===== config.mk =====
export PLATFORM = sky130hd
export DESIGN_NAME = usg_front_flat
export DESIGN_NICKNAME = d
export VERILOG_FILES = /design/src/design/usg_pkg.sv /design/src/design/usg_if.sv /design/src/design/usg_front.sv /design/src/flat_wrapper.sv
export SDC_FILE = /design/constraint.sdc
export NUM_CORES = 1
export LEC_CHECK = 0
export BUFFER_PORTS_ARGS = -buffer_cell sky130_fd_sc_hd__buf_2
export CAP_MARGIN = 20
export CORE_MARGIN = 4
export CORE_UTILIZATION = 40
export DETAILED_ROUTE_END_ITERATION = 10
export GPL_ROUTABILITY_DRIVEN = 0
export PLACE_DENSITY = 0.75
export SYNTH_ARGS = -nofsm -noshare
export SYNTH_HDL_FRONTEND = slang
export SYNTH_SLANG_ARGS = --single-unit

===== constraint.sdc =====
create_clock -name vclk -period 5.1
set_input_delay 0.255 -clock vclk [all_inputs]
set_output_delay 0.255 -clock vclk [all_outputs]
set_load 0.02 [all_outputs]

===== src/design/usg_pkg.sv =====
// Shared types, constants and helper functions of the UV sphere point generator.
package usg_pkg;

  localparam int CntW    = 9;
  localparam int RadW    = 16;
  localparam int IdxW    = 17;
  localparam int CoordW  = 17;
  localparam int PhW     = 32;
  localparam int CW      = 34;
  localparam int AngLen  = 24;

  // Divider shape: 32 quotient bits, four per stage
  localparam int DivPerStage = 4;
  localparam int DivStages   = PhW / DivPerStage;

  localparam logic signed [CW-1:0] CordicGain = 34'sd652032874;
  localparam logic signed [28:0]   CoordLimit = 29'sd65535;

  // atan(2^-k) in 2^-32 turn
  localparam logic [PhW-1:0] AngTable [AngLen] = '{
    32'd536870912, 32'd316933406, 32'd167458907, 32'd85004756, 32'd42667331,
    32'd21354465,  32'd10679838,  32'd5340245,   32'd2670163,  32'd1335087,
    32'd667544,    32'd333772,    32'd166886,    32'd83443,    32'd41722,
    32'd20861,     32'd10430,     32'd5215,      32'd2608,     32'd1304,
    32'd652,       32'd326,       32'd163,       32'd81
  };

  typedef enum logic [1:0] {
    REG_RADIUS  = 2'd0,
    REG_STACKS  = 2'd1,
    REG_SECTORS = 2'd2
  } usg_reg_e;

  typedef struct packed {
    logic [RadW-1:0] radius;
    logic [CntW-1:0] stacks;
    logic [CntW-1:0] sectors;
  } usg_cfg_t;

  // Classified grid point passed from front to back
  typedef struct packed {
    logic            oog;
    logic            first_valid;
    logic            second_valid;
    logic [IdxW-1:0] k1;
    logic [IdxW-1:0] k2;
    logic [CntW-1:0] row;
    logic [CntW-1:0] col;
  } usg_work_t;

  // One restoring division step: {quotient bit, new remainder}
  function automatic logic [CntW:0] div_step(logic [CntW-1:0] r, logic [CntW-1:0] d);
    logic [CntW:0] r2;
    r2 = {r, 1'b0};
    if (r2 >= {1'b0, d}) begin
      div_step = {1'b1, CntW'(r2 - {1'b0, d})};
    end else begin
      div_step = {1'b0, r2[CntW-1:0]};
    end
  endfunction

  // Fold a phase into [-1/4, 1/4) turn: {flip, signed angle}
  function automatic logic [CW:0] fold_phase(logic [PhW-1:0] p);
    logic            flip;
    logic [PhW-1:0]  sum;
    logic [PhW-1:0]  q;
    sum  = p + 32'h4000_0000;
    flip = sum[PhW-1];
    q    = flip ? (p ^ 32'h8000_0000) : p;
    fold_phase = {flip, {(CW-PhW){q[PhW-1]}}, q};
  endfunction

  // Clamp to the coordinate range
  function automatic logic signed [CoordW-1:0] sat_coord(logic signed [28:0] v);
    logic signed [28:0] c;
    if (v > CoordLimit) begin
      c = CoordLimit;
    end else if (v < -CoordLimit) begin
      c = -CoordLimit;
    end else begin
      c = v;
    end
    sat_coord = c[CoordW-1:0];
  endfunction

endpackage


===== src/design/usg_if.sv =====
// Valid/ready channel interfaces for grid points and sphere results.
interface usg_in_if;
  logic       valid;
  logic       ready;
  logic [8:0] row_index;
  logic [8:0] column_index;

  modport source (output valid, row_index, column_index, input ready);
  modport sink   (input valid, row_index, column_index, output ready);
endinterface



===== src/design/usg_front.sv =====
// Front end: accepts grid points, checks the grid and builds triangle indices.
module usg_front #(
  parameter int MAX_STACKS  = 256,
  parameter int MAX_SECTORS = 256
) (
  input  usg_pkg::usg_cfg_t  cfg_i,
  usg_in_if.sink             in_ch,
  input  logic               fifo_full_i,
  output logic               push_o,
  output usg_pkg::usg_work_t work_o
);
  import usg_pkg::*;

  logic [CntW-1:0] row, col, t_cnt, s_cnt;
  logic            bad_cnt, oog, in_tri;
  logic [18:0]     k1_w, k2_w;

  assign row   = in_ch.row_index;
  assign col   = in_ch.column_index;
  assign t_cnt = cfg_i.stacks;
  assign s_cnt = cfg_i.sectors;

  // Take a word whenever the queue has room
  assign in_ch.ready = !fifo_full_i;
  assign push_o      = in_ch.valid && !fifo_full_i;

  // Classify the point against the grid
  assign bad_cnt = (t_cnt == '0) || (32'(t_cnt) > 32'(MAX_STACKS)) ||
                   (s_cnt == '0) || (32'(s_cnt) > 32'(MAX_SECTORS));
  assign oog     = bad_cnt || (row > t_cnt) || (col > s_cnt);
  assign in_tri  = !oog && (row < t_cnt) && (col < s_cnt);

  // k1 = i*(S+1)+j, k2 = k1+S+1
  assign k1_w = 19'(row) * 19'(s_cnt) + 19'(row) + 19'(col);
  assign k2_w = k1_w + 19'(s_cnt) + 19'd1;

  always_comb begin
    work_o.oog          = oog;
    work_o.first_valid  = in_tri && (row != '0);
    work_o.second_valid = in_tri && (row != CntW'(t_cnt - 9'd1));
    work_o.k1           = k1_w[IdxW-1:0];
    work_o.k2           = k2_w[IdxW-1:0];
    work_o.row          = row;
    work_o.col          = col;
  end

endmodule


===== src/flat_wrapper.sv =====
// flat-port wrapper written by rule: the top's interface ports become plain ports
module usg_front_flat import usg_pkg::*;
#(
  parameter int MAX_STACKS  = 256,
  parameter int MAX_SECTORS = 256
)
  (cfg_i, fifo_full_i, push_o, work_o, in_ch_valid, in_ch_row_index, in_ch_column_index, in_ch_ready);
  usg_in_if in_ch_i ();
  input  usg_pkg::usg_cfg_t cfg_i;
  input  logic fifo_full_i;
  output logic push_o;
  output usg_pkg::usg_work_t work_o;
  input wire logic [$bits(in_ch_i.valid)-1:0] in_ch_valid;
  input wire logic [$bits(in_ch_i.row_index)-1:0] in_ch_row_index;
  input wire logic [$bits(in_ch_i.column_index)-1:0] in_ch_column_index;
  output wire logic [$bits(in_ch_i.ready)-1:0] in_ch_ready;
  assign in_ch_i.valid = in_ch_valid;
  assign in_ch_i.row_index = in_ch_row_index;
  assign in_ch_i.column_index = in_ch_column_index;
  assign in_ch_ready = in_ch_i.ready;
  usg_front #(.MAX_STACKS(MAX_STACKS), .MAX_SECTORS(MAX_SECTORS)) u_core (.cfg_i(cfg_i), .in_ch(in_ch_i), .fifo_full_i(fifo_full_i), .push_o(push_o), .work_o(work_o));
endmodule

==> results.json, run 1 <==
{
  "cp_common_cell": "fa_1",
  "ios": 111,
  "grt_pass1_wl_mm": 21.13,
  "synthesis.nets": 788,
  "avgSynthCellArea_sq_um": 7.933,
  "io_buffers": 95,
  "drc_errors": 0,
  "core_area_sq_mm": 0.01147,
  "preCtsSetupSlack_ns": -0.4602,
  "fin_crit_ns": 5.383,
  "dieArea_sq_mm": 0.01352,
  "cp-start-kind": "primary input",
  "hold_class": "in -> out",
  "path_cells": "buf_8, clkinvlp_4, buf_6, nor2_4, fa_1, inv_1, fa_1, inv_1, fa_1, fa_1, inv_2, fa_1, inv_2, ha_4, a211o_1, o2111ai_2, nand2_2, xor2_4, and4b_2, buf_4, nand3_2, xnor2_2, buf_4",
  "finalCritPeriodShare_pct": 105.5,
  "row_count": 39,
  "ys_seq_area_share_pct": 0,
  "syn_to_final_growth_pct": 51.27,
  "syn-cell-area_sq_mm": 0.004688,
  "num_vias": 4665,
  "crit_cells": 23,
  "post_route_cells_drive_above_1_share_pct": 45.64,
  "violations": "negative setup slack",
  "dpl.hpwl_mm": 11.01,
  "end_kind": "output port",
  "fin_ws_ns": -0.2830,
  "final_util_pct": 61.84,
  "required_ns": 4.85,
  "grtUsageTotal_pct": 19.03,
  "route.detailed.vias_per_inst": 4.995,
  "design.seq.count": 0,
  "criticalPathCategory": "in -> out",
  "dp.cells": 897,
  "yosys.area.top_type": "fa_1",
  "cts_hold_buf": 0,
  "start_util_pct": 40.88,
  "antenna_found_initial": 0,
  "ys_warn_count": 0,
  "hold_depth": 2,
  "slew-limit-headroom_pct": 71.62,
  "stdcell_count": 934,
  "hold_viol_final": 0,
  "grt_max_degree": 11,
  "fp.dieH_um": 116.3,
  "antenna_cells": 0,
  "finalSetupViolCount": 12,
  "synth.area.top_cells": "fa_1 28%, ha_1 21%, inv_1 11%, xnor2_1 5.8%, nor2_1 4.6%",
  "max_stage_delay_ns": 0.51,
  "arrival_ns": 5.13,
  "dr.pass1.iters": 4,
  "nets": 990,
  "critPathMaxFanout": 8,
  "nFillCells": 902,
  "cp_slowest_cell": "fa_1",
  "grt_pass1_vias": 4550,
  "tightest_slew_ns": 0.4218,
  "synth.top_cell.area_share_pct": 27.76,
  "drt_iter0_markers": 209,
  "crit_family": "adder cells",
  "clkbuf_count": 0,
  "wl_per_cell_um": 15.02,
  "overflow": 0,
  "path_buf_inv": 9,
  "multi_input_comb_area_sq_mm": 0.004646,
  "routed_wl_mm": 14.03,
  "regArea_sq_um": 0,
  "ant_nets": 0,
  "status": "finished with violations",
  "maxCapViolations": 0,
  "rsz0062_at_grt": "true",
  "fmax_mhz": 185.8,
  "finalMaxSlewViolations": 0,
  "synth_cells": 591,
  "die_w_um": 116.3,
  "yosysUniqueCellTypes": 52
}
-- kinds of logic (layout without fill, tap and decap cells) --
family	Yosys count	count (layout)	share of synthesized area [%]
buffers and inverters	169	369	15.91
AOI/OAI and AO/OA	74	74	10.86
adders and majority gates	143	143	48.57
xor gates and xnor gates	43	43	9.474
and+or+nand+nor	162	162	15.19
-- synthesized netlist by cell type, types with 5 or more instances --
cell and count:
a21o_1 5, a21oi_1 20, and2_1 5, buf_4 19
clkbuf_1 11, fa_1 65, ha_1 78, inv_1 132
nand2_1 55, nand3_1 7, nor2_1 57, nor2b_1 7
nor3_1 13, nor4_1 7, o21a_1 6, o21ai_0 12
xnor2_1 31, xor2_1 6
-- final timing paths --
kind	start	endpoint	slack, ns
setup / recovery	in_ch_row_index[3]	work_o[33]	-0.28
hold / removal	in_ch_column_index[0]	work_o[0]	0.76
-- metal layers --
metal	GRT usage (%)	vias up	share of wire, %
met5	0	-	0
met3	1.710	26	5.6
met2	34.48	141	53
met4	2.630	0	1.9
li1	-	2243	-
met1	25.28	2255	39
-- repair_timing --
| item | 4_1_cts | 5_1_grt |
|---|---|---|
| buffers inserted | 12 | 26 |
| endpoints found under the hold margin | 0 | 0 |
| setup endpoints to repair | 13 | 18 |
| pin swaps | 43 | 70 |
| gates resized for setup | 64 | 112 |
-- cells in the final DEF (no fill, tap or decap), drive strengths merged, types with 3 or more instances in the layout --
master / count
a21boi: 3
ha: 78
nor4: 7
a211oi: 3
xnor2: 33
xor2: 10
inv: 130
a21o: 5
nor2: 57
nand2b: 3
a21oi: 20
nor3: 13
fa: 65
and2: 5
nor2b: 7
nand3: 7
buf: 234
nand2: 56
nand4: 4
o21a: 6
o21ai: 17
-- through the flow --
| stage | cell area (sq um) | setup TNS (ns) | hold WS, ns |
|---|---|---|---|
| 5_1_grt | 7092 | -3.913 | 0.7759 |
| 3_5_place_dp | 6078 | -4.071 | 0.7648 |
| 2_1_floorplan | 4965 | -0.9503 | 0.5866 |
| 4_1_cts | 6399 | -1.424 | 0.7652 |
| 6_report | 7092 | -1.852 | 0.7617 |
| 3_3_place_gp | 6078 | -3.244 | 0.7665 |
-- final cells by class --
class | count | area share (%)
tap | 143 | 2.523
timing repair buffer | 235 | 24.49
multi-input combinational | 422 | 65.51
inverter | 134 | 7.481
Power of run 1 is not shown: default switching activity piles up to over one toggle a cycle in this logic, so the estimate is an artifact.
==> run 2, diff against run 1 <==
- CORE_ASPECT_RATIO: not set -> 1.25
- CORE_MARGIN: 4 -> 2
==> results.json, run 2 (same netlist as run 1, synthesis figures left out) <==
{
  "grt_pass1_wl_mm": 21.02,
  "regArea_sq_um": 0,
  "cp_slowest_cell": "fa_1",
  "route.detailed.vias_per_inst": 5.077,
  "clkbuf_count": 0,
  "dpl.hpwl_mm": 11.22,
  "antenna_found_initial": 0,
  "finalSetupViolCount": 10,
  "required_ns": 4.85,
  "grt_pass1_vias": 4717,
  "maxCapViolations": 0,
  "die_w_um": 100.8,
  "tightest_slew_ns": 0.4290,
  "fmax_mhz": 185.5,
  "grtUsageTotal_pct": 20.33,
  "antenna_cells": 0,
  "syn_to_final_growth_pct": 39.07,
  "crit_family": "adder cells",
  "fin_crit_ns": 5.391,
  "ant_nets": 0,
  "drt_iter0_markers": 145,
  "start_util_pct": 40.75,
  "fp.dieH_um": 125.0,
  "cts_hold_buf": 0,
  "routed_wl_mm": 13.33,
  "path_buf_inv": 5,
  "status": "finished with violations",
  "overflow": 0,
  "path_cells": "buf_2, clkinvlp_4, nor2_4, fa_1, fa_1, fa_1, fa_1, inv_1, fa_1, inv_1, ha_4, nand2_2, nor4_2, a21oi_2, nand2_2, xor2_4, and4b_2, nand4_1, xnor2_2, buf_4",
  "layout_common_cells": "124 x inv_1, 115 x buf_4, 78 x buf_2, 67 x ha_1, 62 x fa_1",
  "ios": 111,
  "num_vias": 4559,
  "nFillCells": 1016,
  "hold_class": "in -> out",
  "hold_viol_final": 0,
  "hold_depth": 3,
  "dr.pass1.iters": 4,
  "crit_cells": 20,
  "core_area_sq_mm": 0.01151,
  "nets": 959,
  "cp_common_cell": "fa_1",
  "finalCritPeriodShare_pct": 105.7,
  "layout_commonest_cell": "inv_1",
  "post_route_cells_drive_above_1_share_pct": 38.55,
  "dpl_cell_area_sq_mm": 0.006020,
  "cp-start-kind": "primary input",
  "row_count": 44,
  "final_util_pct": 56.67,
  "max_stage_delay_ns": 0.57,
  "grt_max_degree": 11,
  "io_buffers": 95,
  "dieArea_sq_mm": 0.01261,
  "finalMaxSlewViolations": 0,
  "wl_per_cell_um": 14.84,
  "arrival_ns": 5.14,
  "end_kind": "output port",
  "slew-limit-headroom_pct": 71.14,
  "rsz0062_at_grt": "true",
  "critPathMaxFanout": 5,
  "fin_area_sq_mm": 0.006520,
  "fin_ws_ns": -0.2912,
  "design.seq.count": 0,
  "criticalPathCategory": "in -> out",
  "drc_errors": 0,
  "violations": "negative setup slack"
}
[run 2: cell type report]
class / instances / area (sq um) / share of cell area, %
inverters: 134 / 530.5 / 8.137
well taps: 138 / 172.7 / 2.648
multi-input cells: 422 / 4422 / 67.82
repair buffers: 204 / 1395 / 21.40
[run 2: metrics by stage]
step	hold WS [ns]	setup slack, ns	setup TNS [ns]	instances
after floorplan	0.5866	-0.2168	-0.9503	591
after global placement	0.7656	-0.4593	-3.619	885
after detailed placement	0.7698	-0.4880	-4.169	885
after CTS	0.7702	-0.2159	-1.417	891
after global routing	0.7789	-0.5037	-4.252	898
final	0.7674	-0.2912	-1.918	898
[run 2: path summary, 6_finish.rpt]
| path | start | end | slack, ns |
|---|---|---|---|
| worst max-delay path | cfg_i[5] | work_o[34] | -0.29 |
| worst min-delay path | fifo_full_i | in_ch_ready | 0.77 |
[run 2: per-layer routing]
layer	GRT usage (%)	vias up	part of all wire, %
li1	-	2187	-
met1	24.15	2200	38
met2	38.00	131	54
met3	0.8944	41	3.5
met4	7.333	0	4.5
met5	0	-	0
[run 2: repair_timing]
action	CTS	global route
gates resized for setup	63	30
endpoints found under the hold margin	0	0
endpoints found under the setup margin	13	13
pin swaps	35	19
buffers inserted	6	7
Power of run 2 is left out for the same reason.
==> run 3, diff against run 2 <==
- ABC_AREA: not set -> 1
- PLACE_DENSITY: 0.75 -> 0.72
- clock period: 5.1 -> 6.8 ns (I/O delays scaled with it)
==> results.json, run 3 <==
{
  "arrival_ns": 5.99,
  "clkbuf_count": 0,
  "drc_errors": 0,
  "core_area_sq_mm": 0.01272,
  "hold_viol_final": 0,
  "antenna_cells": 0,
  "cp_common_cell": "nand2_1",
  "hold_depth": 2,
  "synth_cells": 789,
  "yosys.area.top_type": "fa_1",
  "regArea_sq_um": 0,
  "avgSynthCellArea_sq_um": 6.605,
  "routed_wl_mm": 11.79,
  "wl_per_cell_um": 11.62,
  "design.seq.count": 0,
  "synth_top_family_by_area": "adder cells",
  "syn_to_final_growth_pct": 8.931,
  "hold_class": "in -> out",
  "holdWs_ns": 0.9346,
  "critPathMaxFanout": 14,
  "end_kind": "output port",
  "criticalPathCategory": "in -> out",
  "synth_xor_area_share_pct": 4.874,
  "finalCritPeriodShare_pct": 93.11,
  "rsz0062_at_grt": "false",
  "fp.dieH_um": 131.6,
  "maxCapViolations": 0,
  "post_cts_buffers": 0,
  "multi_input_comb_area_sq_mm": 0.004131,
  "layout_commonest_cell": "inv_1",
  "fin_crit_ns": 6.332,
  "synthMuxAreaShare_pct": 0,
  "synth.top_cell.area_share_pct": 24.97,
  "status": "finished, final reports clean",
  "cp-start-kind": "primary input",
  "grt_max_degree": 15,
  "yosys.area_share.simple_pct": 25.88,
  "grt_pass1_wl_mm": 20.90,
  "nets": 1046,
  "syn-cell-area_sq_mm": 0.005211,
  "ant_nets": 0,
  "finalSetupViolCount": 0,
  "dieArea_sq_mm": 0.01396,
  "row_count": 46,
  "ys_warn_count": 0,
  "synthesis.nets": 986,
  "yosysUniqueCellTypes": 34,
  "cp_slowest_cell": "fa_1",
  "synthAdderAreaFrac_pct": 43.70,
  "ios": 111,
  "synth.most_common_cell": "inv_1",
  "cts.repair.resized": 0,
  "required_ns": 6.46,
  "grtUsageTotal_pct": 17.63,
  "io_buffers": 95,
  "dr.pass1.iters": 4,
  "grt_pass1_vias": 4676,
  "synth.area.top_cells": "fa_1 25%, ha_1 19%, inv_1 16%, nand2_1 14%, xor2_1 3.5%",
  "ys_seq_area_share_pct": 0,
  "layout_common_cells": "224 x inv_1, 200 x nand2_1, 95 x buf_2, 78 x ha_1, 65 x fa_1",
  "final.setup.tns_ns": 0,
  "die_w_um": 106.1,
  "antenna_found_initial": 0,
  "synth_compound_area_share_pct": 4.826,
  "tightest_slew_ns": 0.3536,
  "drt_iter0_markers": 180,
  "cts_hold_buf": 0,
  "start_util_pct": 40.97,
  "overflow": 0,
  "route.detailed.vias_per_inst": 4.727,
  "fmax_mhz": 157.9,
  "post_route_cells_drive_above_1_share_pct": 14.88,
  "synth_commonest_cells": "224 x inv_1, 200 x nand2_1, 78 x ha_1, 65 x fa_1, 35 x nor2_1",
  "max_stage_delay_ns": 0.55,
  "finalMaxSlewViolations": 0,
  "num_vias": 4798,
  "nFillCells": 1340,
  "slew-limit-headroom_pct": 76.21,
  "dpl.hpwl_mm": 10.43
}
[run 3: cell count changes after synthesis, moves of 7 or more]
| cell | delta |
|---|---|
| xnor2_1 | -23 |
| nand3_1 | +18 |
| nor2_1 | -22 |
| xor2_1 | +15 |
| inv_1 | +92 |
| nand2_1 | +145 |
| nor2b_1 | -7 |
| buf_2 | +8 |
| nand2_2 | +9 |
| nor3_1 | -9 |
[run 3: worst max-delay path: cells and delay by family]
family,cells,cell delay [ns]
simple gates,12,1.34
compound gates,1,0.15
xor+xnor,1,0.12
fa+ha+maj,7,3.40
buf+inv,6,0.64
[run 3: layer usage]
metal | up-vias | track usage [%] | part of all wire (%)
met1 | 2249 | 22.83 | 44
met5 | - | 0 | 0
li1 | 2418 | - | -
met2 | 115 | 32.47 | 49
met3 | 16 | 0.9921 | 4.2
met4 | 0 | 2.997 | 2.3
[run 3: layout make-up]
class                      instances  share of cell area (%)
inverter                         229                   15.14
multi-input combinational        523                   72.78
tap                              168                   3.703
timing repair buffer              95                   8.376
[run 3: path summary, 6_finish.rpt]
check / startpoint / endpoint
worst max-delay path: in_ch_row_index[5] / work_o[33]
worst min-delay path: in_ch_column_index[0] / work_o[0]
[run 3: cell families after synthesis]
logic type,count (synthesis)
fa+ha+maj,143
compound gates,45
buf+inv,266
simple gates,306
xor+xnor,29
[run 3: metrics by stage]
| step | std cells | utilization (%) | worst slack (ns) | cell area, sq um |
|---|---|---|---|---|
| 6_report | 1015 | 44.63 | 0.4682 | 5677 |
| 5_1_grt | 1015 | 44.63 | 0.04497 | 5677 |
| 4_1_cts | 1015 | 44.63 | 0.4348 | 5677 |
| 2_1_floorplan | 789 | - | 0.8424 | 5211 |
| 3_3_place_gp | 1015 | 44.63 | 0.6036 | 5677 |
| 3_5_place_dp | 1015 | 44.63 | 0.4665 | 5677 |
Power of run 3 is left out for the same reason.
