### src/design/usg_pkg.sv
// Shared types, constants and helper functions of the UV sphere point generator.
package usg_pkg;

  localparam int CntW    = 9;
  localparam int RadW    = 16;
  localparam int IdxW    = 17;
  localparam int CoordW  = 17;
  localparam int PhW     = 32;
  localparam int CW      = 34;
  localparam int AngLen  = 24;

  // Divider shape: 32 quotient bits, four per stage
  localparam int DivPerStage = 4;
  localparam int DivStages   = PhW / DivPerStage;

  localparam logic signed [CW-1:0] CordicGain = 34'sd652032874;
  localparam logic signed [28:0]   CoordLimit = 29'sd65535;

  // atan(2^-k) in 2^-32 turn
  localparam logic [PhW-1:0] AngTable [AngLen] = '{
    32'd536870912, 32'd316933406, 32'd167458907, 32'd85004756, 32'd42667331,
    32'd21354465,  32'd10679838,  32'd5340245,   32'd2670163,  32'd1335087,
    32'd667544,    32'd333772,    32'd166886,    32'd83443,    32'd41722,
    32'd20861,     32'd10430,     32'd5215,      32'd2608,     32'd1304,
    32'd652,       32'd326,       32'd163,       32'd81
  };

  typedef enum logic [1:0] {
    REG_RADIUS  = 2'd0,
    REG_STACKS  = 2'd1,
    REG_SECTORS = 2'd2
  } usg_reg_e;

  typedef struct packed {
    logic [RadW-1:0] radius;
    logic [CntW-1:0] stacks;
    logic [CntW-1:0] sectors;
  } usg_cfg_t;

  // Classified grid point passed from front to back
  typedef struct packed {
    logic            oog;
    logic            first_valid;
    logic            second_valid;
    logic [IdxW-1:0] k1;
    logic [IdxW-1:0] k2;
    logic [CntW-1:0] row;
    logic [CntW-1:0] col;
  } usg_work_t;

  // One restoring division step: {quotient bit, new remainder}
  function automatic logic [CntW:0] div_step(logic [CntW-1:0] r, logic [CntW-1:0] d);
    logic [CntW:0] r2;
    r2 = {r, 1'b0};
    if (r2 >= {1'b0, d}) begin
      div_step = {1'b1, CntW'(r2 - {1'b0, d})};
    end else begin
      div_step = {1'b0, r2[CntW-1:0]};
    end
  endfunction

  // Fold a phase into [-1/4, 1/4) turn: {flip, signed angle}
  function automatic logic [CW:0] fold_phase(logic [PhW-1:0] p);
    logic            flip;
    logic [PhW-1:0]  sum;
    logic [PhW-1:0]  q;
    sum  = p + 32'h4000_0000;
    flip = sum[PhW-1];
    q    = flip ? (p ^ 32'h8000_0000) : p;
    fold_phase = {flip, {(CW-PhW){q[PhW-1]}}, q};
  endfunction

  // Clamp to the coordinate range
  function automatic logic signed [CoordW-1:0] sat_coord(logic signed [28:0] v);
    logic signed [28:0] c;
    if (v > CoordLimit) begin
      c = CoordLimit;
    end else if (v < -CoordLimit) begin
      c = -CoordLimit;
    end else begin
      c = v;
    end
    sat_coord = c[CoordW-1:0];
  endfunction

endpackage

### src/design/usg_fifo.sv
// Two-entry queue between the front end and the arithmetic back end.
module usg_fifo (
  input  logic               clk_i,
  input  logic               rst_ni,
  input  logic               push_i,
  input  usg_pkg::usg_work_t data_i,
  output logic               full_o,
  output logic               valid_o,
  input  logic               pop_i,
  output usg_pkg::usg_work_t data_o
);
  import usg_pkg::*;

  usg_work_t  mem_q [2];
  logic       wr_q, rd_q;
  logic [1:0] cnt_q;

  assign full_o  = (cnt_q == 2'd2);
  assign valid_o = (cnt_q != 2'd0);
  assign data_o  = mem_q[rd_q];

  // Store pushed words
  always_ff @(posedge clk_i) begin
    if (push_i) begin
      mem_q[wr_q] <= data_i;
    end
  end

  // Advance pointers and fill count
  always_ff @(posedge clk_i or negedge rst_ni) begin
    if (!rst_ni) begin
      wr_q  <= 1'b0;
      rd_q  <= 1'b0;
      cnt_q <= 2'd0;
    end else begin
      if (push_i) begin
        wr_q <= ~wr_q;
      end
      if (pop_i) begin
        rd_q <= ~rd_q;
      end
      cnt_q <= cnt_q + 2'(push_i) - 2'(pop_i);
    end
  end

endmodule

### config.mk
export PLATFORM = sky130hd
export DESIGN_NAME = usg_fifo
export DESIGN_NICKNAME = d
export VERILOG_FILES = /design/src/design/usg_pkg.sv /design/src/design/usg_fifo.sv
export SDC_FILE = /design/constraint.sdc
export NUM_CORES = 1
export LEC_CHECK = 0
export BUFFER_PORTS_ARGS = -buffer_cell sky130_fd_sc_hd__buf_2
export CAP_MARGIN = 0
export CORE_ASPECT_RATIO = 0.75
export CORE_UTILIZATION = 49
export DETAILED_ROUTE_END_ITERATION = 7
export PLACE_DENSITY = 0.82
export SYNTH_ARGS = -nofsm -noshare
export SYNTH_HDL_FRONTEND = slang
export SYNTH_SLANG_ARGS = --single-unit
export TNS_END_PERCENT = 50
### constraint.sdc
create_clock -name clk_i -period 7.56 [get_ports clk_i]
set_clock_uncertainty 0.2 [all_clocks]
set_input_delay 0.756 -clock clk_i [delete_from_list [all_inputs] [get_ports clk_i]]
set_output_delay 0.756 -clock clk_i [all_outputs]
set_load 0.005 [all_outputs]
==> impl_results.rst, run 1 <==
.. list-table::
   :header-rows: 1

   * - Metric
     - Value
   * - Result of the run
     - complete, no violations
   * - Relative max-transition margin
     - 36.0%
   * - DRT Wirelength
     - 7050 µm
   * - Final estimated routing congestion in global placement
     - 0.666
   * - Worst Hold Class
     - primary input to flop
   * - Max-cap check violation count
     - 0
   * - Instance count along the most critical hold path
     - 1
   * - Setup-failing EPs final
     - 0
   * - Layout Area Growth over Synthesis
     - 28.2%
   * - Clk slew on worst S/H paths
     - 0.05 ns
   * - Share of post-route cells with drive strength above 1
     - 60.2%
   * - Final antenna diode count
     - 0
   * - Slew at the pin closest to its max-slew limit
     - 0.961 ns
   * - RSZ-0062 raised after global routing
     - no
   * - Number of nets in the finished design
     - 378
   * - Number of port buffers
     - 115
   * - First-pass GRT wire length
     - 11,200 µm
   * - Pin count of the biggest net entering global routing
     - 57
   * - Power density over the cells
     - 388 nW/µm²
   * - Most area-consuming cells after synthesis
     - sky130_fd_sc_hd__edfxtp_1 (76%), sky130_fd_sc_hd__mux2_4 (14%), sky130_fd_sc_hd__mux2_2 (3.9%)
   * - Pre-antenna DRT Iters
     - 4
   * - Final count of hold timing violations
     - 0
   * - R2R Setup Slk
     - 5.62 ns
   * - Synthesized netlist cell count
     - 186
   * - Number of different library cells in the post-synthesis netlist
     - 13
   * - CP max FO
     - 56
   * - Mapped Area
     - 4330 µm²
   * - Leakage power total
     - 0.00226 µW
   * - Number of synthesis warnings
     - 0
   * - Upper clock frequency limit
     - 335 MHz
   * - Remaining antenna violation count after routing
     - 0
   * - Clock tree from TritonCTS
     - yes
   * - CP Data Required Time
     - 6.60 ns
   * - Initial DRC Count
     - 85
   * - Average cell area after synthesis
     - 23.3 µm²
   * - Total DRC errors in the routed layout
     - 0
   * - Vias per inst
     - 4.85
   * - Cell at the root of the clock tree
     - sky130_fd_sc_hd__clkbuf_16
   * - Number of clock sinks
     - 114
   * - Final cycle utilization of the critical path
     - 39.5%
   * - Maximum count of clock buffers along a single path
     - 2
   * - Worst Setup Start Kind
     - flop
   * - Max Transition Viols Final
     - 0
   * - Starting utilization of the core area
     - 50.8%
   * - Total negative slack for setup checks
     - 0 ns
   * - Overall die height
     - 83.4 µm
   * - Number of resized instances in the post-cts repair step
     - 0
   * - Final-layout fill cell count
     - 592
   * - Number of flip-flops and latches in the synthesized netlist
     - 114
   * - GRT Resource Usage Total
     - 16.9%
   * - Hold Startpoint
     - data_i[42]
   * - Horiz. Die Dim
     - 111 µm
   * - Total core area
     - 8530 µm²
   * - Shortest period the worst path allows
     - 2.98 ns
   * - Crit Path Category
     - flop to output port
   * - Combined flip-flop and latch cell area
     - 3410 µm²
   * - Area of the multi-input gates
     - 870 µm²
   * - Number of global-route vias before repair
     - 2,201
   * - Data arrival time of the critical path
     - 2.03 ns
   * - Length in cells of the worst reg-to-reg path
     - 2
   * - Fraction of the yosys area taken by sequential cells
     - 78.5%
   * - Overflow left after global routing
     - 0
   * - Post-synth net total
     - 247
   * - Max VDD drop
     - 0.000256 V
   * - Later-pin clock latency in the skew report
     - 0.40 ns
   * - Number of clock buffers inserted by TritonCTS
     - 17
   * - Crit Reg-Reg Endpoint
     - mem_q[0][40]
   * - Boundary pin count
     - 116
   * - Level count of the clock H-tree
     - 4
   * - DR vias
     - 2,120
   * - Critical register-to-register path startpoint
     - wr_q
   * - Number of placement rows
     - 29
   * - Final core occ
     - 65.1%
   * - Die ar.
     - 9230 µm²
   * - Post-synth top area share
     - 76.2%
   * - Endpoint, Worst Hold
     - mem_q[1][42]
   * - Initial antenna violation count
     - 0
   * - Detailed-route wire length per cell
     - 16.1 µm
   * - Top cell type by total area after synthesis
     - sky130_fd_sc_hd__edfxtp_1
   * - Kind of end point of the critical path
     - output port
registers in the layout, indices dropped and copies added (netlist names):
register,count
mem_q,110
wr_q,1
cnt_q,2
rd_q,1
cells in the mapped netlist:
master,n
sky130_fd_sc_hd__edfxtp_1,110
sky130_fd_sc_hd__mux2_4,40
sky130_fd_sc_hd__mux2_2,15
sky130_fd_sc_hd__buf_6,5
sky130_fd_sc_hd__dfrtp_1,4
sky130_fd_sc_hd__ha_1,2
sky130_fd_sc_hd__inv_1,2
sky130_fd_sc_hd__nor2b_1,2
sky130_fd_sc_hd__xor2_1,2
sky130_fd_sc_hd__and2_1,1
sky130_fd_sc_hd__buf_2,1
sky130_fd_sc_hd__or2_2,1
sky130_fd_sc_hd__xor3_1,1
cell type report:
| cell class | instances | area share [%] |
|---|---|---|
| Sequential cell | 114 | 61.3 |
| Multi-Input combinational cell | 64 | 15.7 |
| Timing Repair Buffer | 118 | 10.8 |
| Clock buffer | 22 | 8.00 |
| Tap cell | 108 | 2.43 |
| Clock inverter | 9 | 1.62 |
| Inverter | 2 | 0.135 |
report_power, final:
group	switching, µW	internal (µW)
logic	175	310
registers	109	843
clock network	245	474
metal layers:
layer	vias up	track usage [%]	wire length, µm
met4	0	7.64	105
met3	12	9.64	703
li1	1000	-	-
met1	1015	19.6	2980
met2	93	25.4	3270
met5	-	0	0
layout by cell type, fill, tap and decap left out:
cell type	n
sky130_fd_sc_hd__and2_2	1
sky130_fd_sc_hd__buf_2	115
sky130_fd_sc_hd__buf_4	2
sky130_fd_sc_hd__bufinv_16	2
sky130_fd_sc_hd__clkbuf_1	5
sky130_fd_sc_hd__clkbuf_16	17
sky130_fd_sc_hd__clkinv_1	4
sky130_fd_sc_hd__clkinv_2	3
sky130_fd_sc_hd__dfrtp_1	3
sky130_fd_sc_hd__dfrtp_4	1
sky130_fd_sc_hd__dlygate4sd3_1	1
sky130_fd_sc_hd__edfxtp_1	110
sky130_fd_sc_hd__ha_1	2
sky130_fd_sc_hd__inv_1	2
sky130_fd_sc_hd__mux2_2	15
sky130_fd_sc_hd__mux2_4	40
sky130_fd_sc_hd__nor2b_1	1
sky130_fd_sc_hd__nor2b_4	1
sky130_fd_sc_hd__or2_2	1
sky130_fd_sc_hd__xor2_1	2
sky130_fd_sc_hd__xor3_1	1
worst max-delay path by stage:
stage / slack, ns / cells after the start / to / start
finish: 4.58 / 2 / data_o[48] / rd_q
detailed placement: 4.97 / 2 / data_o[1] / rd_q
CTS: 4.54 / 2 / data_o[48] / rd_q
global placement: 4.98 / 2 / data_o[2] / rd_q
floorplan: 3.70 / 1 / mem_q[0][0] / push_i
global route: 4.46 / 2 / data_o[47] / rd_q
through the flow:
stage	area [µm²]	total power (µW)	worst slack (ns)	hold WS, ns	instances
6_report	5550	2160	4.58	0.339	437
2_1_floorplan	4330	1280	3.70	0.255	186
5_1_grt	5550	2260	4.46	0.321	437
3_3_place_gp	5010	1440	4.98	0.324	405
4_1_cts	5550	2180	4.54	0.325	437
3_5_place_dp	5010	1460	4.97	0.335	405
critical path, cell delays in order, from the launching register on:
cell and delay [ns]:
sky130_fd_sc_hd__dfrtp_4 1.06, sky130_fd_sc_hd__mux2_2 0.42, sky130_fd_sc_hd__buf_2 0.13
what timing repair did:
action / in CTS / in global routing
hold endpoints to repair: 4 / 0
setup buffers: 0 / 0
hold buffers: 1 / 0
kinds of logic after synthesis:
group	synth area share [%]
flip-flops	78.5
multiplexers	17.8
buffers and inverters	1.59
AND/OR/NAND/NOR	0.578
XOR/XNOR	0.953
adder cells (fa/ha/maj)	0.577
Note: power is estimated with default switching activity, not from simulation.
==> run 2, diff against run 1 <==
--- a/config.mk
+++ b/config.mk
@@ -5,6 +5,7 @@
 export SDC_FILE = /design/constraint.sdc
 export NUM_CORES = 1
 export LEC_CHECK = 0
+export ABC_AREA = 1
 export BUFFER_PORTS_ARGS = -buffer_cell sky130_fd_sc_hd__buf_2
 export CAP_MARGIN = 0
 export CORE_ASPECT_RATIO = 0.75
==> constraint.sdc (replaced) <==
create_clock -name clk_i -period 2.9 [get_ports clk_i]
set_clock_uncertainty 0.2 [all_clocks]
set_input_delay 0.29 -clock clk_i [delete_from_list [all_inputs] [get_ports clk_i]]
set_output_delay 0.29 -clock clk_i [all_outputs]
set_load 0.005 [all_outputs]
==> run 2 against run 1 <==
Via count is 36% higher. Wire length is 19% higher. Sequential share of layout area is 5.9 points lower. Cell count is 42% higher. Critical path depth is 2 higher. Sequential cell count stayed put. Global-route usage is 2.7 points higher. Sequential power is 150% higher. Design area is 11% higher. Combinational power grew to 2.8 times the previous value. Area after synthesis is 0.40% lower. Power grew to 2.6 times the previous value. Critical path type unchanged. Critical endpoint is now data_o[38]. Largest cell class unchanged. Largest power group unchanged.
==> impl_results.rst, run 2 <==
.. list-table::
   :header-rows: 1

   * - Metric
     - Value
   * - Length in cells of the worst reg-to-reg path
     - 3 (+1)
   * - Largest registers
     - mem_q: 110 flops, cnt_q: 2 flops
   * - Final count of hold timing violations
     - 0 (unchanged)
   * - Pre-antenna DRT Iters
     - 4 (unchanged)
   * - Final cycle utilization of the critical path
     - 82.4%
   * - Vias per inst
     - 4.64 (-4.3%)
   * - Slew at the pin closest to its max-slew limit
     - 0.685 ns (-0.275 ns)
   * - Kind of end point of the critical path
     - output port
   * - Overall die height
     - 83.3 µm (-0.20%)
   * - Leading cell type in the layout, fill and taps excluded
     - sky130_fd_sc_hd__buf_2
   * - Number of global-route vias before repair
     - 2,871 (+30%)
   * - Routed metal-1 wirelength
     - 3550 µm (+19%)
   * - Mapped Area
     - 4320 µm² (-0.40%)
   * - Standard cell area after detailed placement
     - 5000 µm² (-0.27%)
   * - Synthesized netlist cell count
     - 312 (+68%)
   * - Synth Area in Compound Gates
     - 6.38% (+6.4 points)
   * - Clock tree from TritonCTS
     - yes
   * - Level count of the clock H-tree
     - 4 (unchanged)
   * - Post-route cell area
     - 6140 µm² (+11%)
   * - Worst Hold Class
     - primary input to async pin
   * - Overflow left after global routing
     - 0 (unchanged)
   * - Number of enable-type register cells in the synthesized netlist
     - 110 (unchanged)
   * - Delay-heaviest family, CP
     - flip-flops
   * - Post-Synth Simple-Gate Area
     - 5.68% (+5.1 points)
   * - Initial DRC Count
     - 101 (+19%)
   * - Final estimated routing congestion in global placement
     - 0.750 (+13%)
   * - Post-synthesis share of cell area spent on xor and xnor gates
     - 0.406% (-0.55 points)
   * - Most common cell in the netlist
     - sky130_fd_sc_hd__edfxtp_1
   * - Top cell type by total area after synthesis
     - sky130_fd_sc_hd__edfxtp_1
   * - Amount of wire on met2 after detailed routing
     - 4310 µm (+32%)
   * - Crit Reg-Reg Endpoint
     - mem_q[1][21]
   * - Detailed-route wire length per cell
     - 13.6 µm (-16%)
   * - Fraction of registers with async set/reset
     - 3.51% (unchanged)
   * - Cells traversed along the worst timing path
     - buf_4, nand2_1, o21ai_0, buf_2
   * - CP Data Required Time
     - 2.41 ns (-4.19 ns)
   * - CP max FO
     - 44 (-21%)
   * - Main combinational cell family by area after synthesis
     - buffers and inverters
   * - Post-synth top area share
     - 76.5% (+0.31 points)
   * - Estimated wirelength of the detail-placed design
     - 4960 µm
   * - Worst Setup Start Kind
     - flop
   * - DR vias
     - 2,877 (+36%)
   * - Final-layout fill cell count
     - 594 (+0.34%)
   * - Die ar.
     - 9190 µm² (-0.39%)
   * - Max-cap check violation count
     - 0 (unchanged)
   * - Power density over the cells
     - 922 nW/µm² (+140%)
   * - Number of resized instances in the post-cts repair step
     - 0 (unchanged)
   * - Commonest non-fill, non-tap cells in the layout
     - sky130_fd_sc_hd__buf_2 (115), sky130_fd_sc_hd__edfxtp_1 (110), sky130_fd_sc_hd__nand2_1 (62)
   * - Number of clock sinks
     - 114 (unchanged)
   * - Leakage power total
     - 0.00266 µW (+18%)
   * - Fraction of the yosys area taken by sequential cells
     - 78.9% (+0.32 points)
   * - Critical register-to-register path startpoint
     - wr_q
   * - Final antenna diode count
     - 0 (unchanged)
   * - Total negative slack for setup checks
     - 0 ns (unchanged)
   * - Setup-failing EPs final
     - 0 (unchanged)
   * - Pin count of the biggest net entering global routing
     - 47 (-18%)
   * - Total core area
     - 8490 µm² (-0.43%)
   * - Met3 routed WL
     - 510 µm (-27%)
   * - Starting utilization of the core area
     - 50.8% (about the same)
   * - Crit-path slowest cell
     - sky130_fd_sc_hd__dfrtp_2
   * - Top reg by flops
     - mem_q
   * - Max layer used
     - met4
   * - Shortest period the worst path allows
     - 2.39 ns
   * - Number of different library cells in the post-synthesis netlist
     - 13 (unchanged)
   * - RSZ-0062 raised after global routing
     - no
   * - Horiz. Die Dim
     - 110 µm (-0.19%)
   * - Number of flip-flops under the largest register name
     - 110 (unchanged)
   * - R2R Setup Slk
     - 1.14 ns (-4.48 ns)
   * - Most area-consuming cells after synthesis
     - sky130_fd_sc_hd__edfxtp_1 (77%), sky130_fd_sc_hd__inv_1 (5.4%), sky130_fd_sc_hd__nand2_1 (5.4%)
   * - Setup slack at placement
     - 0.952 ns (-4.02 ns)
   * - Result of the run
     - complete, no violations
   * - Number of clock buffers inserted by TritonCTS
     - 17 (unchanged)
   * - Buf+Inv Stages, Crit Path
     - 2 (+1)
   * - Number of synthesis warnings
     - 0 (unchanged)
   * - Average cell area after synthesis
     - 13.8 µm² (-41%)
   * - Cell at the root of the clock tree
     - sky130_fd_sc_hd__clkbuf_16
   * - Most frequent cells after synthesis
     - sky130_fd_sc_hd__edfxtp_1 (110), sky130_fd_sc_hd__inv_1 (62), sky130_fd_sc_hd__nand2_1 (62), sky130_fd_sc_hd__o21ai_0 (45), sky130_fd_sc_hd__o21ai_1 (10)
   * - Boundary pin count
     - 116 (unchanged)
   * - First-pass GRT wire length
     - 13,200 µm (+18%)
   * - Initial antenna violation count
     - 0 (unchanged)
   * - Worst slack on hold paths
     - 0.0246 ns (-0.314 ns)
   * - Data arrival time of the critical path
     - 1.90 ns (-0.13 ns)
   * - Max VDD drop
     - 0.000620 V (+140%)
   * - Number of nets in the finished design
     - 560 (+48%)
   * - Upper clock frequency limit
     - 419 MHz
   * - GRT Resource Usage Total
     - 19.6% (+2.7 points)
   * - Later-pin clock latency in the skew report
     - 0.39 ns (about the same)
   * - Number of port buffers
     - 115 (unchanged)
   * - Clk slew on worst S/H paths
     - 0.05 ns (about the same)
   * - Number of placement rows
     - 29 (unchanged)
   * - Area share of fa/ha/maj cells after synthesis
     - 0.580% (+0.0023 points)
   * - Delay of the slowest cell on the worst path
     - 0.81 ns (-0.25 ns)
   * - Maximum count of clock buffers along a single path
     - 2 (unchanged)
   * - Buffer count from post-CTS setup fixing
     - 0 (unchanged)
   * - Crit Path Category
     - flop to output port
   * - Multiplexer area fraction after synthesis
     - 0% (-18 points)
   * - Post-synth net total
     - 373 (+51%)
   * - Relative max-transition margin
     - 54.3% (+18 points)
   * - Share of post-route cells with drive strength above 1
     - 29.9% (-30 points)
   * - Most instantiated flip-flop cell in the synthesis netlist
     - sky130_fd_sc_hd__edfxtp_1
   * - DRT Wirelength
     - 8410 µm (+19%)
   * - Total DRC errors in the routed layout
     - 0 (unchanged)
   * - PnR Total Power
     - 5660 µW (+160%)
   * - Remaining antenna violation count after routing
     - 0 (unchanged)
   * - Max Transition Viols Final
     - 0 (unchanged)
   * - Layout Area Growth over Synthesis
     - 42.3%
   * - Number of flip-flops and latches in the synthesized netlist
     - 114 (unchanged)
   * - Final worst-path setup slack
     - 0.511 ns (-4.07 ns)
[run 2: cell types whose count changed after synthesis, sizes merged, moves of 2 or more]
cell / previous run / this run
o21ai: 0 / 55
clkbuf: 0 / 2
nand2: 0 / 62
nor2b: 2 / 0
mux2: 55 / 0
nor2: 0 / 2
inv: 2 / 62
buf: 6 / 10
[run 2: layout make-up]
cell class                      instances  area [µm²]  share of cell area [%]
Clock buffer                           21         450                    7.33
Clock inverter                         11         114                    1.85
Inverter                               62         233                    3.79
Multi-Input combinational cell        124         571                    9.29
Sequential cell                       114        3400                    55.4
Tap cell                              108         135                    2.20
Timing Repair Buffer                  180        1230                    20.1
[run 2: how the worst max path moves through the flow]
stage	slack, ns	cells past startpoint	end	start
floorplan	0.43	1	mem_q[0][0]	wr_q
CTS	0.49	4	data_o[38]	rd_q
global placement	0.99	4	data_o[38]	rd_q
detailed placement	0.95	4	data_o[40]	rd_q
finish	0.51	4	data_o[38]	rd_q
global route	0.34	4	data_o[42]	rd_q
[run 2: metrics by stage]
step / utilization (%) / cells
detailed placement: 58.8 / 530
global placement: 58.8 / 530
CTS: 72.3 / 620
floorplan: - / 312
finish: 72.3 / 620
global route: 72.3 / 620
[run 2: kinds of logic after synthesis]
| kind of cell | after synthesis |
|---|---|
| flip-flops | 114 |
| buffers and inverters | 74 |
| AND/OR/NAND/NOR | 65 |
| AO/OA/AOI/OAI | 55 |
| XOR/XNOR | 2 |
| adder cells (fa/ha/maj) | 2 |
[run 2: layer usage]
| layer | track usage [%] | up-vias |
|---|---|---|
| met2 | 33.4 | 108 |
| met1 | 22.8 | 1343 |
| li1 | - | 1421 |
| met3 | 7.14 | 5 |
| met4 | 6.34 | 0 |
| met5 | 0 | - |
[run 2: worst register-to-register path, cell delays in order (launching register included)]
cell	delay, ns
sky130_fd_sc_hd__dfrtp_1	0.43
sky130_fd_sc_hd__nand2_1	0.09
sky130_fd_sc_hd__inv_2	0.42
sky130_fd_sc_hd__buf_12	0.30
[run 2: timing repair]
item / in CTS / in global routing
hold endpoints to repair: 116 / 0
hold buffers: 58 / 0
endpoints found under the setup margin: 0 / 0
[run 2: power by group]
| group | internal, µW | switching, µW |
|---|---|---|
| Sequential | 2190 | 168 |
| Clock | 1270 | 670 |
| Combinational | 589 | 768 |
==> run 3, diff against run 2 <==
--- a/config.mk
+++ b/config.mk
@@ -5,7 +5,7 @@
 export SDC_FILE = /design/constraint.sdc
 export NUM_CORES = 1
 export LEC_CHECK = 0
-export ABC_AREA = 1
+export ABC_AREA = 0
 export BUFFER_PORTS_ARGS = -buffer_cell sky130_fd_sc_hd__buf_2
 export CAP_MARGIN = 0
 export CORE_ASPECT_RATIO = 0.75
==> constraint.sdc (replaced) <==
create_clock -name clk_i -period 2.3 [get_ports clk_i]
set_clock_uncertainty 0.2 [all_clocks]
set_input_delay 0.23 -clock clk_i [delete_from_list [all_inputs] [get_ports clk_i]]
set_output_delay 0.23 -clock clk_i [all_outputs]
set_load 0.005 [all_outputs]
==> run 3 against run 2 <==
Global-route usage decreased by 0.84 points. Core utilization grew 0.81 points. Sequential power grew 25%. Worst hold slack better by 0.31 ns. Sequential cell count unchanged.
==> impl_results.rst, run 3 (synthesis gave the netlist of run 1 again) <==
.. list-table::
   :header-rows: 1

   * - Metric
     - Value
   * - Post-route cell area
     - 6240 µm² (+1.5%)
   * - Worst Hold Class
     - flop to flop
   * - Data arrival time of the critical path
     - 1.69 ns (-0.21 ns)
   * - Setup slack at placement
     - 0.452 ns (-0.501 ns)
   * - Worst Setup Start Kind
     - flop
   * - Final worst-path setup slack
     - 0.179 ns (-0.331 ns)
   * - Setup-failing EPs final
     - 0 (unchanged)
   * - R2R Setup Slk
     - 0.79 ns (-0.35 ns)
   * - GRT Resource Usage Total
     - 18.8% (-0.84 points)
   * - Final estimated routing congestion in global placement
     - 0.671 (-10%)
   * - Max-cap check violation count
     - 0 (unchanged)
   * - Number of global-route vias before repair
     - 2,534 (-12%)
   * - Standard cell area after detailed placement
     - 5060 µm² (+1.2%)
   * - Max VDD drop
     - 0.000851 V (+37%)
   * - Number of clock buffers inserted by TritonCTS
     - 17 (unchanged)
   * - Later-pin clock latency in the skew report
     - 0.39 ns (about the same)
   * - Overflow left after global routing
     - 0 (unchanged)
   * - Clock power share
     - 33.7% (-0.7 points)
   * - Power density over the cells
     - 1190 nW/µm² (+29%)
   * - Kind of end point of the critical path
     - output port
   * - Crit-path slowest cell
     - sky130_fd_sc_hd__dfrtp_4
   * - Share of post-route cells with drive strength above 1
     - 52.3% (+22 points)
   * - Remaining antenna violation count after routing
     - 0 (unchanged)
   * - Crit Path Category
     - flop to output port
   * - Detailed-route wire length per cell
     - 16.1 µm (+19%)
   * - Horiz. Die Dim
     - 111 µm (+0.19%)
   * - First-pass GRT wire length
     - 12,700 µm (-3.3%)
   * - RSZ-0062 raised after global routing
     - no
   * - Number of flip-flops under the largest register name
     - 110 (unchanged)
   * - Layout Area Growth over Synthesis
     - 43.9%
   * - Commonest non-fill, non-tap cells in the layout
     - sky130_fd_sc_hd__buf_2 (115), sky130_fd_sc_hd__edfxtp_1 (110), sky130_fd_sc_hd__dlygate4sd3_1 (59)
   * - Cell at the root of the clock tree
     - sky130_fd_sc_hd__clkbuf_16
   * - Number of clock sinks
     - 114 (unchanged)
   * - Upper clock frequency limit
     - 472 MHz
   * - Shortest period the worst path allows
     - 2.12 ns
   * - Cell Int Power
     - 5610 µW (+38%)
   * - Flop pwr share
     - 39.6% (-2.1 points)
   * - Final antenna diode count
     - 0 (unchanged)
   * - Starting utilization of the core area
     - 50.8% (about the same)
   * - DRT Wirelength
     - 8060 µm (-4.2%)
   * - Top reg by flops
     - mem_q
   * - Worst setup path startpoint
     - rd_q
   * - Boundary pin count
     - 116 (unchanged)
   * - Initial antenna violation count
     - 0 (unchanged)
   * - Result of the run
     - complete, no violations
   * - Share of power burned in combinational logic
     - 26.7% (+2.7 points)
   * - Clock tree from TritonCTS
     - yes
   * - Net switching share of the total power
     - 24.4% (-4.0 points)
   * - Level count of the clock H-tree
     - 4 (unchanged)
   * - Worst slack on hold paths
     - 0.339 ns (+0.315 ns)
   * - Delay-heaviest family, CP
     - flip-flops
   * - CP max FO
     - 12 (-73%)
   * - Vias per inst
     - 4.77 (+2.8%)
   * - Final count of hold timing violations
     - 0 (unchanged)
   * - DR vias
     - 2,385 (-17%)
   * - Number of nets in the finished design
     - 440 (-21%)
   * - Delay of the slowest cell on the worst path
     - 0.54 ns (-0.27 ns)
   * - Buf+Inv Stages, Crit Path
     - 2 (unchanged)
   * - Final cycle utilization of the critical path
     - 92.2%
   * - Total DRC errors in the routed layout
     - 0 (unchanged)
   * - Leakage power total
     - 0.00255 µW (-4.2%)
   * - Overall die height
     - 83.4 µm (+0.20%)
   * - Net Switching
     - 1810 µW (+13%)
   * - Initial DRC Count
     - 82 (-19%)
   * - Die ar.
     - 9230 µm² (+0.39%)
   * - Cells traversed along the worst timing path
     - buf_4, mux2_2, buf_2
   * - Relative max-transition margin
     - 70.0% (+16 points)
   * - Number of port buffers
     - 115 (unchanged)
   * - Hold Startpoint
     - wr_q
   * - Clk slew on worst S/H paths
     - 0.05 ns (about the same)
   * - Pin count of the biggest net entering global routing
     - 56 (+19%)
   * - Largest registers
     - mem_q: 110 flops, cnt_q: 2 flops
   * - Maximum count of clock buffers along a single path
     - 2 (unchanged)
   * - Pre-antenna DRT Iters
     - 6 (+2)
   * - Max Transition Viols Final
     - 0 (unchanged)
   * - Slew at the pin closest to its max-slew limit
     - 0.451 ns (-0.235 ns)
   * - Critical register-to-register path startpoint
     - wr_q
   * - CP Data Required Time
     - 1.87 ns (-0.54 ns)
   * - Total core area
     - 8530 µm² (+0.43%)
   * - Number of placement rows
     - 29 (unchanged)
   * - Leading cell type in the layout, fill and taps excluded
     - sky130_fd_sc_hd__buf_2
==> run 3: power by group through the flow <==
stage / logic (µW) / registers, µW / clock network (µW)
after CTS: 1930 / 2980 / 2540
after floorplan: 1300 / 2900 / 0
final: 1980 / 2940 / 2500
after global placement: 1830 / 2970 / 0
after global routing: 2130 / 2970 / 2650
after detailed placement: 1840 / 3010 / 0
==> run 3: repair_timing <==
| action | 4_1_cts | 5_1_grt |
|---|---|---|
| setup buffers | 0 | 1 |
| endpoints found under the hold margin | 117 | 0 |
| setup endpoints to repair | 0 | 5 |
| resized for setup | 0 | 0 |
| hold buffers | 59 | 0 |
==> run 3: layout make-up <==
class | count | area [µm²]
Sequential cell | 114 | 3410
Fill cell | 516 | 2290
Timing Repair Buffer | 180 | 1240
Multi-Input combinational cell | 64 | 870
Clock buffer | 26 | 499
Tap cell | 108 | 135
Clock inverter | 6 | 77.6
Inverter | 2 | 7.51
==> run 3: stage by stage <==
stage / cells / util, % / total power, µW / TNS (ns)
floorplan: 186 / - / 4190 / -2.79
global placement: 408 / 59.3 / 4800 / 0
detailed placement: 408 / 59.3 / 4850 / 0
CTS: 499 / 73.0 / 7440 / 0
global route: 500 / 73.1 / 7750 / 0
finish: 500 / 73.1 / 7420 / 0
==> run 3: path summary, 6_finish.rpt <==
path | end | cells past startpoint
max | data_o[3] | 3
min | wr_q | 1
max reg2reg | mem_q[0][6] | 2
min reg2reg | wr_q | 1
max in group asynchronous | rd_q | 3
min in group asynchronous | cnt_q[1] | 3
==> run 3: layer usage <==
metal  up-vias  track usage (%)  wire length, µm
li1       1120                -                -
met1      1153             22.9             3480
met2        98             29.4             3940
met3        14             7.15              495
met4         0             9.45              140
met5         -                0                0
